[config.mk]
export PLATFORM = sky130hd
export DESIGN_NAME = ecg_format212_sample_unpacker
export DESIGN_NICKNAME = d
export VERILOG_FILES = /design/src/ecgf212_pkg.sv /design/src/ecg_format212_sample_unpacker.sv
export SDC_FILE = /design/constraint.sdc
export NUM_CORES = 1
export LEC_CHECK = 0
export BUFFER_PORTS_ARGS = -buffer_cell sky130_fd_sc_hd__buf_2
export CAP_MARGIN = 5
export CORE_ASPECT_RATIO = 0.75
export CORE_MARGIN = 2
export CORE_UTILIZATION = 45
export DETAILED_ROUTE_END_ITERATION = 12
export GPL_TIMING_DRIVEN = 0
export PLACE_DENSITY = 0.68
export SYNTH_ARGS = -nofsm -noshare
export SYNTH_HDL_FRONTEND = slang
export SYNTH_SLANG_ARGS = --single-unit
export TNS_END_PERCENT = 100
[constraint.sdc]
create_clock -name clk -period 6.5 [get_ports clk]
set_input_delay 0.325 -clock clk [delete_from_list [all_inputs] [get_ports clk]]
set_output_delay 0.325 -clock clk [all_outputs]
set_load 0.05 [all_outputs]
[src/ecgf212_pkg.sv]
// Shared constants and helpers for the format 212 / 16-bit sample unpacker.
// No dependencies.
`default_nettype none

package ecgf212_pkg;

    // Fixed field widths
    localparam int BYTE_W     = 8;
    localparam int LEAD_W     = 2;
    localparam int COUNT_W    = 3;
    localparam int BASE_W     = 16;
    localparam int SAMPLE_W   = 17;
    localparam int CFG_IDX_W  = 3;
    localparam int CFG_DATA_W = 16;
    localparam int PHASE_W    = 2;

    // Number of lead slots carried by the record
    localparam int MAX_LEADS  = 4;

    // Register indexes
    localparam logic [CFG_IDX_W-1:0] REG_FORMAT_SELECT = 3'd0;
    localparam logic [CFG_IDX_W-1:0] REG_LEAD_COUNT    = 3'd1;
    localparam logic [CFG_IDX_W-1:0] REG_BASELINE0     = 3'd2;
    localparam logic [CFG_IDX_W-1:0] REG_BASELINE1     = 3'd3;
    localparam logic [CFG_IDX_W-1:0] REG_BASELINE2     = 3'd4;
    localparam logic [CFG_IDX_W-1:0] REG_BASELINE3     = 3'd5;

    // Format codes
    localparam logic FMT_212   = 1'b0;
    localparam logic FMT_16BIT = 1'b1;

    // Byte position within a group
    localparam logic [PHASE_W-1:0] PH_FIRST  = 2'd0;
    localparam logic [PHASE_W-1:0] PH_MIDDLE = 2'd1;

    typedef struct packed {
        logic signed [SAMPLE_W-1:0] value;
        logic [LEAD_W-1:0]          lead;
    } result_t;

    // Lead count with zero taken as one and values above the slot count clamped
    function automatic logic [COUNT_W-1:0] effective_leads(input logic [COUNT_W-1:0] n);
        logic [COUNT_W-1:0] r;
        begin
            r = n;
            if (n == '0)
            begin
                r = COUNT_W'(1);
            end
            else if (n > COUNT_W'(MAX_LEADS))
            begin
                r = COUNT_W'(MAX_LEADS);
            end
            return r;
        end
    endfunction

endpackage

`default_nettype wire

[src/ecg_format212_sample_unpacker.sv]
// Each result is registered in a two-entry output (register plus skid): in the
// output register, or in the skid entry while the output is held. Input takes
// one byte per cycle while the skid is empty, even with one result waiting.
// Reset (rst_n low, async): phase, held bytes, lead and output valids cleared;
// format 212, lead_count 1, baselines 0. Uses ecgf212_pkg.
`default_nettype none

module ecg_format212_sample_unpacker
    import ecgf212_pkg::*;
(
    input  wire logic                         clk,
    input  wire logic                         rst_n,

    input  wire logic                         cfg_valid,
    output      logic                         cfg_ready,
    input  wire logic [CFG_IDX_W-1:0]         cfg_index,
    input  wire logic [CFG_DATA_W-1:0]        cfg_data,

    input  wire logic                         in_valid,
    output      logic                         in_ready,
    input  wire logic [BYTE_W-1:0]            record_byte,

    output      logic                         out_valid,
    input  wire logic                         out_ready,
    output      logic signed [SAMPLE_W-1:0]   sample_value,
    output      logic [LEAD_W-1:0]            lead_index
);

    logic                       format_select_reg;
    logic [COUNT_W-1:0]         lead_count_reg;
    logic [BASE_W-1:0]          baseline_reg [MAX_LEADS];

    logic [PHASE_W-1:0]         byte_phase_reg, byte_phase_next;
    logic [BYTE_W-1:0]          held_first_reg, held_first_next;
    logic [BYTE_W-1:0]          held_middle_reg, held_middle_next;
    logic [LEAD_W-1:0]          current_lead_reg, current_lead_next;

    result_t                    out_reg, out_next;
    logic                       out_valid_reg, out_valid_next;
    result_t                    skid_reg, skid_next;
    logic                       skid_valid_reg, skid_valid_next;

    logic                       in_fire, out_fire;
    logic                       emit;
    logic                       packed_mode;
    logic [BASE_W-1:0]          raw16;
    logic [BASE_W-1:0]          base;
    logic [BASE_W-1:0]          diff16;
    logic [SAMPLE_W-1:0]        diff17;
    logic [COUNT_W-1:0]         eff_leads;
    logic [COUNT_W-1:0]         lead_plus1;
    result_t                    result;

    assign cfg_ready = 1'b1;
    assign in_ready  = !skid_valid_reg;
    assign in_fire   = in_valid && in_ready;
    assign out_fire  = out_valid_reg && out_ready;

    assign out_valid    = out_valid_reg;
    assign sample_value = out_reg.value;
    assign lead_index   = out_reg.lead;

    // Configuration registers
    always_ff @(posedge clk or negedge rst_n)
    begin
        if (!rst_n)
        begin
            format_select_reg <= FMT_212;
            lead_count_reg    <= COUNT_W'(1);
            for (int i = 0; i < MAX_LEADS; i++)
            begin
                baseline_reg[i] <= '0;
            end
        end
        else if (cfg_valid && cfg_ready)
        begin
            case (cfg_index)
                REG_FORMAT_SELECT: format_select_reg <= cfg_data[0];
                REG_LEAD_COUNT:    lead_count_reg    <= cfg_data[COUNT_W-1:0];
                REG_BASELINE0:     baseline_reg[0]   <= cfg_data[BASE_W-1:0];
                REG_BASELINE1:     baseline_reg[1]   <= cfg_data[BASE_W-1:0];
                REG_BASELINE2:     baseline_reg[2]   <= cfg_data[BASE_W-1:0];
                REG_BASELINE3:     baseline_reg[3]   <= cfg_data[BASE_W-1:0];
                default:           ;
            endcase
        end
    end

    // Byte sequencing and sample assembly
    always_comb
    begin
        byte_phase_next  = byte_phase_reg;
        held_first_next  = held_first_reg;
        held_middle_next = held_middle_reg;
        emit             = 1'b0;
        packed_mode      = (format_select_reg == FMT_212);
        raw16            = '0;

        if (byte_phase_reg == PH_FIRST)
        begin
            held_first_next = record_byte;
            byte_phase_next = PH_MIDDLE;
        end
        else if (!packed_mode)
        begin
            // any nonzero phase is the high byte of a pair
            emit            = 1'b1;
            byte_phase_next = PH_FIRST;
            raw16           = {record_byte, held_first_reg};
        end
        else if (byte_phase_reg == PH_MIDDLE)
        begin
            emit             = 1'b1;
            held_middle_next = record_byte;
            byte_phase_next  = PHASE_W'(2);
            raw16            = {{4{record_byte[3]}}, record_byte[3:0], held_first_reg};
        end
        else
        begin
            emit            = 1'b1;
            byte_phase_next = PH_FIRST;
            raw16           = {{4{held_middle_reg[7]}}, held_middle_reg[7:4], record_byte};
        end
    end

    // Baseline removal and lead rotation
    always_comb
    begin
        base   = baseline_reg[current_lead_reg];
        diff16 = raw16 - base;
        diff17 = {raw16[BASE_W-1], raw16} - {base[BASE_W-1], base};

        result.lead  = current_lead_reg;
        result.value = packed_mode ? $signed({diff16[BASE_W-1], diff16}) : $signed(diff17);

        eff_leads         = effective_leads(lead_count_reg);
        lead_plus1        = {1'b0, current_lead_reg} + COUNT_W'(1);
        current_lead_next = current_lead_reg;
        if (emit)
        begin
            current_lead_next = (lead_plus1 >= eff_leads) ? '0 : lead_plus1[LEAD_W-1:0];
        end
    end

    // Output register with one skid entry
    always_comb
    begin
        out_next        = out_reg;
        out_valid_next  = out_valid_reg;
        skid_next       = skid_reg;
        skid_valid_next = skid_valid_reg;

        if (skid_valid_reg)
        begin
            if (out_fire)
            begin
                out_next        = skid_reg;
                out_valid_next  = 1'b1;
                skid_valid_next = 1'b0;
            end
        end
        else if (!out_valid_reg || out_fire)
        begin
            out_next       = result;
            out_valid_next = in_fire && emit;
        end
        else if (in_fire && emit)
        begin
            skid_next       = result;
            skid_valid_next = 1'b1;
        end
    end

    always_ff @(posedge clk or negedge rst_n)
    begin
        if (!rst_n)
        begin
            byte_phase_reg   <= PH_FIRST;
            held_first_reg   <= '0;
            held_middle_reg  <= '0;
            current_lead_reg <= '0;
            out_valid_reg    <= 1'b0;
            skid_valid_reg   <= 1'b0;
        end
        else
        begin
            if (in_fire)
            begin
                byte_phase_reg   <= byte_phase_next;
                held_first_reg   <= held_first_next;
                held_middle_reg  <= held_middle_next;
                current_lead_reg <= current_lead_next;
            end
            out_valid_reg  <= out_valid_next;
            skid_valid_reg <= skid_valid_next;
        end
    end

    always_ff @(posedge clk)
    begin
        out_reg  <= out_next;
        skid_reg <= skid_next;
    end

endmodule

`default_nettype wire
Word level (Yosys, flattened, before mapping)
Cells that the tools add are included.
{ "op_classes": {"addsub": 3, "order_cmp": 3, "n_eq_ne": 7, "n_mux": 24, "n_bitwise": 5, "n_reduce_logical": 21} }
{ "op_table": {"columns": ["op", "n"], "rows": [
  ["16-bit two-way mux", 5],
  ["19-bit two-way mux", 3],
  ["16-bit binary-select mux with 2-bit select", 1],
  ["2-bit AND reduction", 9],
  ["17-bit two-way mux", 1],
  ["16-bit by 16-bit subtractor with 17-bit output", 1],
  ["16-bit subtractor", 1],
  ["1-bit two-way mux", 8],
  ["2-bit two-way mux", 4],
  ["3-bit by 2-bit equality test with 1-bit output (second input constant)", 2],
  ["3-bit equality test (second input constant)", 2],
  ["3-bit logical NOT", 2],
  ["3-bit two-way mux", 2],
  ["1-bit NOT", 4],
  ["4-bit AND reduction", 1],
  ["2-bit by 1-bit adder with 3-bit output (second input constant)", 1],
  ["3-bit by 1-bit equality test with 1-bit output (second input constant)", 1],
  ["3-bit >= comparator", 1],
  ["3-bit >= comparator (second input constant)", 1],
  ["3-bit greater-than comparator (second input constant)", 1],
  ["1-bit logical AND", 3],
  ["2-bit NOT with 3-bit output", 1],
  ["3-bit AND reduction", 1],
  ["2-bit by 1-bit equality test with 1-bit output (second input constant)", 1],
  ["5 further kinds", 6]
]} }
{ "word_totals": {"register_bits": 128, "input_bits": 32, "output_inout_bits": 22, "word_cells": 79} }

Logic depth before layout (Yosys ltp)
Gate-level depths: netlist of run 1.
{ "depth": {"word_depth": 8, "depth_mapped": 12, "ltp_nobuf": 10} }

Worst setup path before layout of run 1
No wires, ideal clock.
{ "synth_timing": {"kind": "register to register", "from": "register format_select_reg", "to": "register skid_reg[14] (netlist name) (data pin)", "setup_ps": 268, "t_arrival_ps": 2845, "required_ps": 6232, "path_slack_ps": 3387, "path_stages_with_launch": 13, "n_path_buf": 2, "period_less_slack_ps": 3113, "cell_sequence": "dfrtp_1 buf_2 clkbuf_1 mux2_2 a22oi_1 ha_1 inv_1 fa_1 a211oi_2 nor3_4 o21ai_2 a21boi_1 xor2_1"} }
{ "synth_lines": {"columns": ["element", "line_no", "source"], "rows": [
  ["start: declaration", "ecg_format212_sample_unpacker.sv:29", "logic format_select_reg;"],
  ["start signal: assignment", "ecg_format212_sample_unpacker.sv:78", "REG_FORMAT_SELECT: format_select_reg <= cfg_data[0];"],
  ["end signal: assignment", "ecg_format212_sample_unpacker.sv:202", "skid_reg <= skid_next;"],
  ["end: declaration", "ecg_format212_sample_unpacker.sv:40", "result_t skid_reg, skid_next;"]
]} }

==> flow_metrics.py, run 1 <==
metrics = {
    "outcome": {
        "status": "complete, no violations",
    },
    "die": {
        "die_y_um": 109,
        "io_pins": 54,
        "fp.coreArea_mm2": 0.0144,
        "initial_core_util_pct": 45.9,
        "rows": 38,
        "die_area_mm2": 0.0157,
        "die_w_um": 144,
    },
    "setup_path": {
        "r2r-end": "sample_value[15]",
        "crit_end": "sample_value[15]",
        "reg2reg_depth": 11,
        "path_class": "reg -> reg",
        "path_max_fanout": 10,
        "worst_setup_path_start_kind": "register",
        "worstReg2RegStart": "current_lead_reg[0]",
        "regToRegSetupSlack_ns": 2.70,
        "startpoint": "current_lead_reg[0]",
        "required_ns": 6.66,
        "crit_path_end_kind": "register",
        "arrival_ns": 3.96,
    },
    "pwr": {
        "peakVddDrop_mv": 0.269,
        "p_per_area_mw_per_mm2": 627,
        "total_leakage_power_nw": 3.31,
        "total_power_mw": 4.89,
    },
    "cts": {
        "ctsRootBufferMaster": "clkbuf_16",
        "cts_max_level": 4,
        "clkSinkCount": 124,
        "cts_made_buffers": 17,
        "cts_buffer_depth": 2,
        "cts_setup_buffers": 0,
        "clk_latency_ns": 0.42,
        "ctsResizeCount": 0,
        "holdBufCountCts": 1,
        "clk_pin_slew_worst_paths_ns": 0.06,
        "cts_tree": "yes",
    },
    "finish": {
        "fin_nets": 654,
        "multiInputGateArea_mm2": 0.00306,
        "area_growth_pct": 18.1,
        "n_antenna_cell": 0,
        "register_area_mm2": 0.00329,
        "fill_cells": 1215,
        "largest_reg_flops": 64,
        "drive_above_1_share_pct": 37.7,
    },
    "sta": {
        "fin_crit_sh_pct": 58.4,
        "setup-violations-final": 0,
        "drv_slew": 0,
        "fin_tns_setup_ns": 0,
        "hold_violations": 0,
        "slew_headroom_pct": 46.9,
        "rsz0062_at_grt": "false",
        "worst_pin_slew_ns": 0.793,
        "clock.fmax_ghz": 0.263,
        "post-route-min-period_ns": 3.80,
        "skew_ns": 0.0148,
    },
    "run": {
        "max-cap-violations": 0,
    },
    "synthesis": {
        "muxShareOfSynthArea_pct": 20.8,
        "synthXorXnorAreaFrac_pct": 1.59,
        "yosysTopAreaCell": "dfrtp_1",
        "synthesis.nets": 581,
        "synth_top_family_by_area": "multiplexers",
        "yosysSeqAreaShare_pct": 49.9,
        "synth.area.top_cells": "dfrtp_1 32%, edfxtp_1 17%, mux2_2 15%",
        "yosysUniqueCellTypes": 73,
        "ys.warnings.count": 0,
        "ys_ff_latch": 124,
        "syn_avg_cell_area_um2": 12.5,
        "synth_top_area_share_pct": 32.2,
        "syn_area_mm2": 0.00661,
        "synth-adder-area-share_pct": 4.28,
        "synth_edf_count": 38,
        "synth-simple-area-share_pct": 7.76,
        "synthFlopType": "dfrtp_1",
        "synth_cells": 527,
        "async_flop_share_pct": 69.4,
        "synth_compound_area_share_pct": 11.7,
    },
    "place": {
        "gp_congestion": 0.887,
        "dp_hpwl_mm": 10.5,
        "numPortBuffers": 50,
    },
    "drt": {
        "drc_errors": 0,
        "antenna_left": 0,
        "vias_per_cell": 5.51,
        "drtIter0Drc": 234,
        "wl_per_cell_um": 18.0,
        "firstDrtPassIters": 5,
        "vias": 4479,
        "drt-total-wl_mm": 14.7,
    },
    "grt": {
        "grtUsageMet2_pct": 32.8,
        "grt_start_max_net_pins": 48,
        "top_usage_layer": "met2",
        "grt_use_total_pct": 20.6,
        "met1_usage_pct": 28.2,
        "grtUsageMet3_pct": 4.92,
        "grt_pass1_vias": 4625,
        "grt_pass1_wl_mm": 24.2,
        "antenna_found_initial": 0,
        "grt_overflow_total": 0,
    },
    "min_path": {
        "hold_path_class": "in -> reg",
    },
}
metrics by stage:
stage / setup WS, ns / util [%] / std cells / hold WS, ns / area, um^2
5_1_grt: 2.47 / 54.2 / 813 / 0.178 / 7800
6_report: 2.70 / 54.2 / 813 / 0.178 / 7800
4_1_cts: 2.71 / 54.2 / 813 / 0.170 / 7800
3_3_place_gp: 2.75 / 49.3 / 777 / 0.463 / 7110
2_1_floorplan: 3.39 / - / 527 / 0.0294 / 6610
3_5_place_dp: 2.77 / 49.9 / 780 / 0.340 / 7190
metal layers:
layer | share of wire, % | vias to the layer above
met5 | 0 | -
met3 | 4.8 | 15
met4 | 1.5 | 0
li1 | - | 2107
met2 | 46 | 116
met1 | 47 | 2241
worst min path at each step:
| stage | depth (start not counted) | to | from | slack, ns |
|---|---|---|---|---|
| detailed placement | 1 | baseline_reg[29] | rst_n | 0.34 |
| floorplan | 0 | baseline_reg[0] | rst_n | 0.03 |
| CTS | 2 | baseline_reg[3] | cfg_data[3] | 0.17 |
| finish | 2 | baseline_reg[44] | cfg_data[12] | 0.18 |
| global placement | 0 | skid_reg[1] | current_lead_reg[1] | 0.46 |
| global route | 2 | baseline_reg[60] | cfg_data[12] | 0.18 |
cells in the mapped netlist (all sizes together), types with 2 or more instances:
master	number
mux2	90
dfrtp	85
nand2	39
edfxtp	38
inv	33
o21ai	25
a21oi	23
ha	21
nor2	17
mux4	16
buf	15
clkbuf	11
a22o	10
nor3	10
a21o	9
nand3	6
xnor2	6
xor2	6
nand2b	5
o211ai	5
nor3b	4
o22ai	4
a2111oi	3
a221oi	3
nand4	3
nor2b	3
o31ai	3
a211oi	2
a21boi	2
a31oi	2
a41oi	2
and2	2
and3	2
nand3b	2
o21a	2
where the power goes:
part	switching (mW)	leakage, nW	internal, mW
Sequential	0.105	1.39	1.21
Clock	0.379	0.290	0.594
Combinational	1.56	1.63	1.05
area by class of cell:
class,instances,share of cell area (%)
buffer,26,1.73
sequential,124,42.2
inverter,33,1.59
tap,200,3.21
clock inverter,13,1.96
timing repair buffer,54,4.22
multi-input combinational,344,39.3
clock buffer,19,5.81
critical path: stages (launching register included):
cell and delay [ns]:
dfrtp_1 0.44, buf_2 0.39, buf_2 0.41, mux4_2 0.60, inv_1 0.08, ha_1 0.23
buf_6 0.14, a21oi_1 0.18, nand2_1 0.09, a221oi_2 0.44, a21oi_1 0.14, a311oi_1 0.39
kinds of logic (layout without fill, tap and decap cells):
group,after synthesis,in the layout
flip-flops,124,124
adder cells (fa/ha/maj),22,22
AO/OA/AOI/OAI,105,105
other,1,1
multiplexers,106,106
XOR/XNOR,12,12
buffers and inverters,59,145
AND/OR/NAND/NOR,98,98
layout by cell type, fill, tap and decap left out, types with 3 or more instances in the layout:
cell        instances
nor3_1              7
o211ai_1            3
o21ai_0            17
xnor2_1             6
nor2b_1             3
a21oi_1            21
o21ai_2             5
edfxtp_1           38
mux2_2             90
buf_6               3
clkbuf_16          17
mux4_2             16
nand4_1             3
inv_6               5
clkinvlp_4          3
a22o_1             10
nand2b_1            4
ha_1               21
inv_1              32
nand2_1            39
o31ai_1             3
buf_4               4
buf_2              58
a21o_1              9
o21ai_1             3
nand3_1             6
dfrtp_1            85
clkbuf_1           11
o22ai_1             4
xor2_1              6
nor2_1             15
No activity file was read; power rests on OpenSTA's default activity.
==> run 2: changes to the inputs <==
--- a/config.mk
+++ b/config.mk
@@ -12,7 +12,7 @@
 export CORE_UTILIZATION = 45
 export DETAILED_ROUTE_END_ITERATION = 12
 export GPL_TIMING_DRIVEN = 0
-export PLACE_DENSITY = 0.68
+export PLACE_DENSITY = 0.7
 export SYNTH_ARGS = -nofsm -noshare
 export SYNTH_HDL_FRONTEND = slang
 export SYNTH_SLANG_ARGS = --single-unit
==> constraint.sdc (replaced) <==
create_clock -name clk -period 3.3 [get_ports clk]
set_input_delay 0.165 -clock clk [delete_from_list [all_inputs] [get_ports clk]]
set_output_delay 0.165 -clock clk [all_outputs]
set_load 0.05 [all_outputs]
==> run 2 against run 1 <==
Register-to-register slack got worse by 2.6 ns. Global-route usage is 0.094 points lower. Hold slack got worse by 0.17 ns. Non-clock buffer count unchanged. Fmax rose by 20%. Sequential power grew 98%. Sequential share of layout area shrank 0.23 points. Wire length grew 0.29%. Critical path type unchanged. Largest cell class unchanged.
==> flow_metrics.py, run 2 (synthesis gave the netlist of run 1 again) <==
metrics = {
    "cts": {
        "ctsRootBufferMaster": "clkbuf_16",
        "clk_pin_slew_worst_paths_ns": 0.06,
        "clk_latency_ns": 0.42,
        "cts_setup_buffers": 0,
        "cts_max_level": 4,
        "cts_tree": "yes",
        "clkSinkCount": 124,
        "cts_buffer_depth": 2,
        "cts_made_buffers": 17,
    },
    "grt": {
        "antenna_found_initial": 0,
        "grt_overflow_total": 0,
        "grt_pass1_wl_mm": 23.9,
        "grt_use_total_pct": 20.5,
        "grt_start_max_net_pins": 46,
        "grt_pass1_vias": 4458,
    },
    "drt": {
        "drtIter0Drc": 343,
        "wl_per_cell_um": 18.1,
        "drt-total-wl_mm": 14.7,
        "firstDrtPassIters": 4,
        "antenna_left": 0,
        "vias_per_cell": 5.51,
        "drc_errors": 0,
        "vias": 4478,
    },
    "place": {
        "gp_congestion": 0.859,
        "place_ws_ns": -0.398,
        "dp.cells": 780,
        "dp_hpwl_mm": 10.4,
        "numPortBuffers": 50,
    },
    "finish": {
        "final_cell_mix": "90 x mux2_2, 84 x dfrtp_1, 54 x buf_2",
        "final_common_cell": "mux2_2",
        "drive_above_1_share_pct": 38.8,
        "fin_nets": 654,
        "fill_cells": 1238,
        "largest_reg_flops": 64,
        "instances_no_fill": 813,
        "n_antenna_cell": 0,
        "area_growth_pct": 18.8,
    },
    "sta": {
        "drv_slew": 0,
        "rsz0062_at_grt": "false",
        "post-route-min-period_ns": 3.16,
        "setup-violations-final": 0,
        "fin_tns_setup_ns": 0,
        "setup_slack_ns": 0.145,
        "hold_violations": 0,
        "skew_ns": 0.00773,
        "slew_headroom_pct": 46.7,
        "whs_ns": 0.0122,
        "clock.fmax_ghz": 0.317,
        "fin_crit_sh_pct": 95.6,
        "worst_pin_slew_ns": 0.796,
    },
    "pwr": {
        "total_leakage_power_nw": 3.32,
        "cell_internal_pwr_mw": 5.63,
        "total_power_mw": 9.66,
        "combPwrFrac_pct": 54.4,
        "power_frac_clock_pct": 18.8,
        "p_per_area_mw_per_mm2": 1230,
        "peakVddDrop_mv": 0.544,
        "switching_share_pct": 41.7,
        "seqPwrFrac_pct": 26.8,
        "p_switching_mw": 4.02,
    },
    "setup_path": {
        "r2r-end": "sample_value[15]",
        "crit_end": "sample_value[15]",
        "cpPeakStageDelay_ns": 0.40,
        "startpoint": "byte_phase_reg[1]",
        "crit_buf_inv": 2,
        "cpMostUsedCell": "a21oi_1",
        "reg2reg_depth": 10,
        "worst_setup_path_start_kind": "register",
        "arrival_ns": 3.38,
        "path_max_fanout": 10,
        "slowest_stage": "a221oi_4",
        "worstPathCellList": "buf_2 -> nor2b_1 -> clkbuf_2 -> a21oi_1 -> o22ai_1 -> ha_1 -> and4_1 -> a221oi_4 -> a21oi_1 -> a311oi_2",
        "critical_path_depth": 10,
        "required_ns": 3.52,
        "regToRegSetupSlack_ns": 0.14,
        "worstReg2RegStart": "byte_phase_reg[1]",
        "path_class": "reg -> reg",
        "crit_family": "compound AO/OA/AOI/OAI gates",
        "crit_path_end_kind": "register",
    },
    "min_path": {
        "hold_path_class": "in -> reg",
    },
    "die": {
        "die_y_um": 109,
        "die_w_um": 144,
        "rows": 38,
        "initial_core_util_pct": 45.9,
        "die_area_mm2": 0.0157,
        "io_pins": 54,
        "fp.coreArea_mm2": 0.0144,
    },
    "run": {
        "max-cap-violations": 0,
    },
    "outcome": {
        "status": "complete, no violations",
    },
}
run 2: changes by cell type in the layout (fill, tap and decap cells not counted), sizes merged, moves of 3 or more:
cell and change:
buf -3, inv -4, clkbuf +3, clkinv +5
run 2: final cells by class:
type	instances	area [um^2]	share of cell area [%]
timing repair buffer	55	332	4.23
clock inverter	12	113	1.43
multi-input combinational	344	3110	39.6
clock buffer	20	467	5.95
tap	200	250	3.19
buffer	25	158	2.01
inverter	33	124	1.58
sequential	124	3300	42.0
run 2: worst min path at each step:
stage	from	end	cells past startpoint
3_5_place_dp	rst_n	baseline_reg[29]	1
4_1_cts	record_byte[3]	held_first_reg[3]	2
2_1_floorplan	rst_n	baseline_reg[0]	0
6_report	cfg_data[14]	baseline_reg[30]	2
3_3_place_gp	record_byte[3]	held_first_reg[3]	2
5_1_grt	cfg_data[12]	baseline_reg[60]	2
run 2: timing repair:
item | in CTS | in global routing
endpoints found under the setup margin | 17 | 17
endpoints found under the hold margin | 43 | 1
resized for setup | 7 | 13
pin swaps | 0 | 1
hold buffers | 1 | 1
run 2: worst reg2reg max path, cell delays in order (launching register included):
cell	delay, ns
dfrtp_1	0.35
buf_2	0.18
nor2b_1	0.32
clkbuf_2	0.31
a21oi_1	0.07
o22ai_1	0.27
ha_1	0.36
and4_1	0.27
a221oi_4	0.40
a21oi_1	0.14
a311oi_2	0.28
run 2: power by group through the flow:
stage                     Sequential [mW]  Combinational [mW]  Clock, mW
final                                2.59                5.25       1.82
after global routing                 2.65                5.76       1.92
after CTS                            2.59                5.17       1.84
after detailed placement             2.61                5.05          0
after global placement               2.59                4.87          0
after floorplan                      3.03                3.51          0
run 2: through the flow:
stage	instance area, um^2	utilization (%)
after floorplan	6610	-
after global placement	7110	49.3
after detailed placement	7180	49.8
after CTS	7800	54.1
after global routing	7850	54.5
final	7850	54.5
run 2: layer usage:
layer / track usage [%] / wire (um) / up-vias / part of all wire [%]
met5: 0 / 0 / - / 0
met4: 6.79 / 256 / 0 / 1.7
met3: 4.74 / 664 / 21 / 4.5
met2: 32.9 / 6950 / 103 / 47
met1: 27.7 / 6830 / 2237 / 46
li1: - / - / 2117 / -
